### config.mk
export PLATFORM = sky130hd
export DESIGN_NAME = hdt_cell
export DESIGN_NICKNAME = d
export VERILOG_FILES = /design/src/design/assert_macros.svh /design/src/design/hdt_pkg.sv /design/src/design/hdt_cell.sv
export SDC_FILE = /design/constraint.sdc
export NUM_CORES = 1
export LEC_CHECK = 0
export ABC_AREA = 1
export ABC_CLOCK_PERIOD_IN_PS = 800
export BUFFER_PORTS_ARGS = -buffer_cell sky130_fd_sc_hd__buf_4
export CAP_MARGIN = 15
export CORE_MARGIN = 2
export CORE_UTILIZATION = 38
export CTS_BUF_LIST = sky130_fd_sc_hd__clkbuf_2 sky130_fd_sc_hd__clkbuf_4 sky130_fd_sc_hd__clkbuf_8
export DETAILED_ROUTE_END_ITERATION = 10
export HOLD_SLACK_MARGIN = 0.1
export PLACE_DENSITY = 0.77
export SKIP_LAST_GASP = 1
export SYNTH_ARGS = -nofsm -noshare
export SYNTH_HDL_FRONTEND = slang
export SYNTH_SLANG_ARGS = --single-unit
export TNS_END_PERCENT = 10
### constraint.sdc
create_clock -name i_clk -period 0.8 [get_ports i_clk]
set_input_delay 0.04 -clock i_clk [delete_from_list [all_inputs] [get_ports i_clk]]
set_output_delay 0.04 -clock i_clk [all_outputs]
set_load 0.1 [all_outputs]
### src/design/assert_macros.svh
// Assertion macros used by the hash dedup table top level.
`ifndef ASSERT_MACROS_SVH
`define ASSERT_MACROS_SVH
`ifndef NO_ASSERTIONS
`define HDT_ASSERT(label, clk, rst_n, prop) \
    label: assert property (@(posedge clk) disable iff (!rst_n) (prop)) \
        else $error("hdt assertion failed");
`define HDT_ASSERT_NEVER(label, clk, rst_n, cond) \
    label: assert property (@(posedge clk) disable iff (!rst_n) !(cond)) \
        else $error("hdt forbidden condition seen");
`else
`define HDT_ASSERT(label, clk, rst_n, prop)
`define HDT_ASSERT_NEVER(label, clk, rst_n, cond)
`endif
`endif

### src/design/hdt_pkg.sv
// Shared constants and types for the hash dedup table.
package hdt_pkg;

    localparam int DEF_MAX_ENTRIES = 512;
    localparam int DEF_MAX_LINKS   = 8;

    localparam int HASH_W    = 64;
    localparam int PROG_W    = 7;
    localparam int NOTE_W    = 7;
    localparam int SOUND_W   = PROG_W + NOTE_W;
    localparam int OUTCOME_W = 3;
    localparam int OIDX_W    = 9;
    localparam int OSLOT_W   = 3;
    localparam int IN_DATA_W  = 80;
    localparam int OUT_DATA_W = 16;
    localparam int APB_AW    = 3;
    localparam int APB_DW    = 32;

    localparam logic REG_MATCH_DISABLED = 1'b0;

    typedef enum logic [OUTCOME_W-1:0] {
        OUT_SILENT  = 3'd0,
        OUT_NEW     = 3'd1,
        OUT_ALIAS   = 3'd2,
        OUT_DROPPED = 3'd3,
        OUT_REFUSED = 3'd4
    } t_outcome;

endpackage

### src/design/hdt_cell.sv
// One table entry cell: holds a hash, its sound pair and alias count, shifts on command.
module hdt_cell #(
    parameter int LC_W = 4
) (
    input  logic                       i_clk,
    input  logic                       i_shift,
    input  logic [hdt_pkg::HASH_W-1:0]  i_hash,
    input  logic [hdt_pkg::SOUND_W-1:0] i_sound,
    input  logic [LC_W-1:0]             i_lcnt,
    output logic [hdt_pkg::HASH_W-1:0]  o_hash,
    output logic [hdt_pkg::SOUND_W-1:0] o_sound,
    output logic [LC_W-1:0]             o_lcnt
);
    import hdt_pkg::*;

    logic [HASH_W-1:0]  r_hash;
    logic [SOUND_W-1:0] r_sound;
    logic [LC_W-1:0]    r_lcnt;

    always_ff @(posedge i_clk) begin
        if (i_shift) begin
            r_hash  <= i_hash;
            r_sound <= i_sound;
            r_lcnt  <= i_lcnt;
        end
    end

    assign o_hash  = r_hash;
    assign o_sound = r_sound;
    assign o_lcnt  = r_lcnt;

endmodule

After elaboration in Yosys (flattened, before gate mapping)
Cells that the tools add are included.

storage, ports and cells
  output and inout port bits = 82
  bits in registers = 82
  input port bits = 84

Logic depth before layout (Yosys ltp)
  depth in word-level cells = 0
  gate-level depth with buffers = 0

Worst setup path before layout
No wires, ideal clock.

  kind = register -> output
  start point = reg r_hash[0], in the netlist o_hash[0]
  end point = out o_hash[0] (netlist name)
  arrival = 0.904 ns
  cell stages (with the launch flop) = 1
  data required time = 0.760 ns
  path slack = -0.144 ns
  buffers on the path = 0
  cell sequence = edfxtp_1

RTL lines
  item                      line            RTL
  start: declaration        hdt_cell.sv:16  logic [HASH_W-1:0] r_hash;
  start signal: assignment  hdt_cell.sv:22  r_hash <= i_hash;
  end: declaration          hdt_cell.sv:10  output logic [hdt_pkg::HASH_W-1:0] o_hash,

No word-level cell between the ends.

Final worst setup path
  start point = reg r_hash[37], in the netlist o_hash[37]
  end point = out o_hash[37] (netlist name)

No word-level cell between the ends.

==> results.md <==
* Largest stage delay, worst path at 0.43 ns
* Fillers at 331
* CP Capture Type: output port
* Maxcap violations at 0
* Top delay family on crit path: flip-flops
* CTS tree: built
* Relative slew slack at 80.9%
* Mapped Nets at 166
* DR pass1 iterations at 7
* Critical Path AT at 0.98 ns
* GRT Total Usage at 18.6%
* Vias in the first global route at 2003
* Leakage at 2.09 nW
* Worst-path clk slew at 0.07 ns
* Critical path cell sequence: buf_6
* Antenna-violating nets left at 0
* Failing checks: setup timing
* Share of cells above drive strength 1 at 52.6%
* Post-synthesis sequential area ratio at 100%
* Multi-In Gates at 0
* Vias/cell at 4.33
* IO Count at 166
* Crit Path Class: reg2out
* Core box area at 6310 sq um
* Worst path buffer plus inverter count at 1
* Power Density at 2380 nW/um^2
* TritonCTS Buffers at 9
* Antenna cells at 0
* Slowest stage cell, crit path: edfxtp_1
* # port buffers at 165
* Post-Syn Area at 2460 sq um
* Unrepaired setup endpoints after global routing: yes
* Starting density of the core at 39.0%
* Final period util at 127%
* Cell variety after synth at 1
* Mean area per synthesized cell at 30.0 sq um
* First-pass GRT wire length at 9890 um
* Area of the multi-input gates at 0 sq um
* Fin Setup TNS at -15.54 ns
* Worst slack at placement at 0.0641 ns
* Die Y at 84.5 um
* Final Setup Violations at 82
* First-iteration detailed-routing DRC count at 89
* Htree depth at 3
* Least-Margin Pin Slew at 0.288 ns
* Post-CTS setup repair buffer count at 0
* Max IR drop VDD at 1670 uV
* Cell total after placement at 326
* Detailed Route WL at 6710 um
* Commonest non-fill, non-tap cell in the layout: buf_4
* CP Max Fanout at 1
* Clock sink count at 82
* Largest net degree at the start of global routing at 43
* HP Class: in2reg
* Cells after synthesis at 82
* Area Overhead vs Synth at 101%
* Vias after detailed routing at 1833
* WHS at 0.210 ns
* Routability cong. at 0.698
* Total power at 11.8 mW
* Final worst path period need at 1.02 ns
* Crit path launch type: flip-flop
* Dpl hpwl at 3850 um
* Die area at 7140 sq um
* Die width at 84.5 um
* CTS Buffer Depth at 2
* Setup slack after layout at -0.218 ns
* DRC Markers at 0
* Antenna violations before repair at 0
* Fin. Hold Viols at 0
* Routed len/inst at 15.9 um
* Cell Rows at 29
* Max-slew violation count at 0
* Final non-filler cell total at 423
* Yosys warns at 0
* GR Overflow Total at 0
* CP Data Required Time at 0.76 ns
* Most frequent cells in the layout: buf_4 (138), dlygate4sd3_1 (82), edfxtp_1 (82)
* Status: complete, but fails checks
* Achievable Freq at 0.983 GHz
* Root Buffer: clkbuf_8
* #FFs+latches synth at 82
* Nets at 426
-- routing by layer --
metal / routed length [um] / part of all wire [%] / vias to the layer above / GRT usage (%)
li1: - / - / 853 / -
met3: 529 / 7.9 / 13 / 5.31
met4: 117 / 1.7 / 0 / 6.93
met1: 2410 / 36 / 861 / 21.3
met5: 0 / 0 / - / 0
met2: 3650 / 54 / 106 / 33.1
-- Yosys cell counts --
library cell,count,share of area [%]
edfxtp_1,82,100
-- final timing paths --
path,start,endpoint,slack (ns),depth (start not counted)
worst max-delay path,o_hash[37],o_hash[37],-0.22,1
worst min-delay path,i_shift,o_sound[9],0.21,2
-- repair_timing --
action,in CTS,in global routing
endpoints found under the hold margin,82,0
setup endpoints to repair,82,82
gates cloned,0,0
hold buffers,82,0
resized for setup,20,7
-- power breakdown --
part           internal, mW  switching, mW  total, mW
sequential             5.11          0.126       5.23
clock                  1.41           1.37       2.77
combinational          1.00           2.76       3.76
-- final cells by class --
class	instances	area (sq um)	area share [%]
tap	77	96.3	1.95
clock buffer	9	124	2.51
sequential	82	2460	49.8
timing repair buffer	249	2200	44.5
clock inverter	6	58.8	1.19
-- stage by stage --
step | utilization, % | area (sq um)
final | 78.3 | 4940
after global routing | 78.3 | 4940
after CTS | 77.9 | 4920
after detailed placement | 60.8 | 3840
after global placement | 60.8 | 3840
after floorplan | - | 2460
-- flip-flops by register name (all words and copies together) (netlist names) --
register / cells
o_sound: 14
o_hash: 64
o_lcnt: 4
-- logic make-up (layout without fill, tap and decap cells) --
kind of cell / count (synthesis) / count (layout) / share of synthesized area, %
buf+inv: 0 / 264 / 0
flops: 82 / 82 / 100
Power figures use the tool's default switching activity.
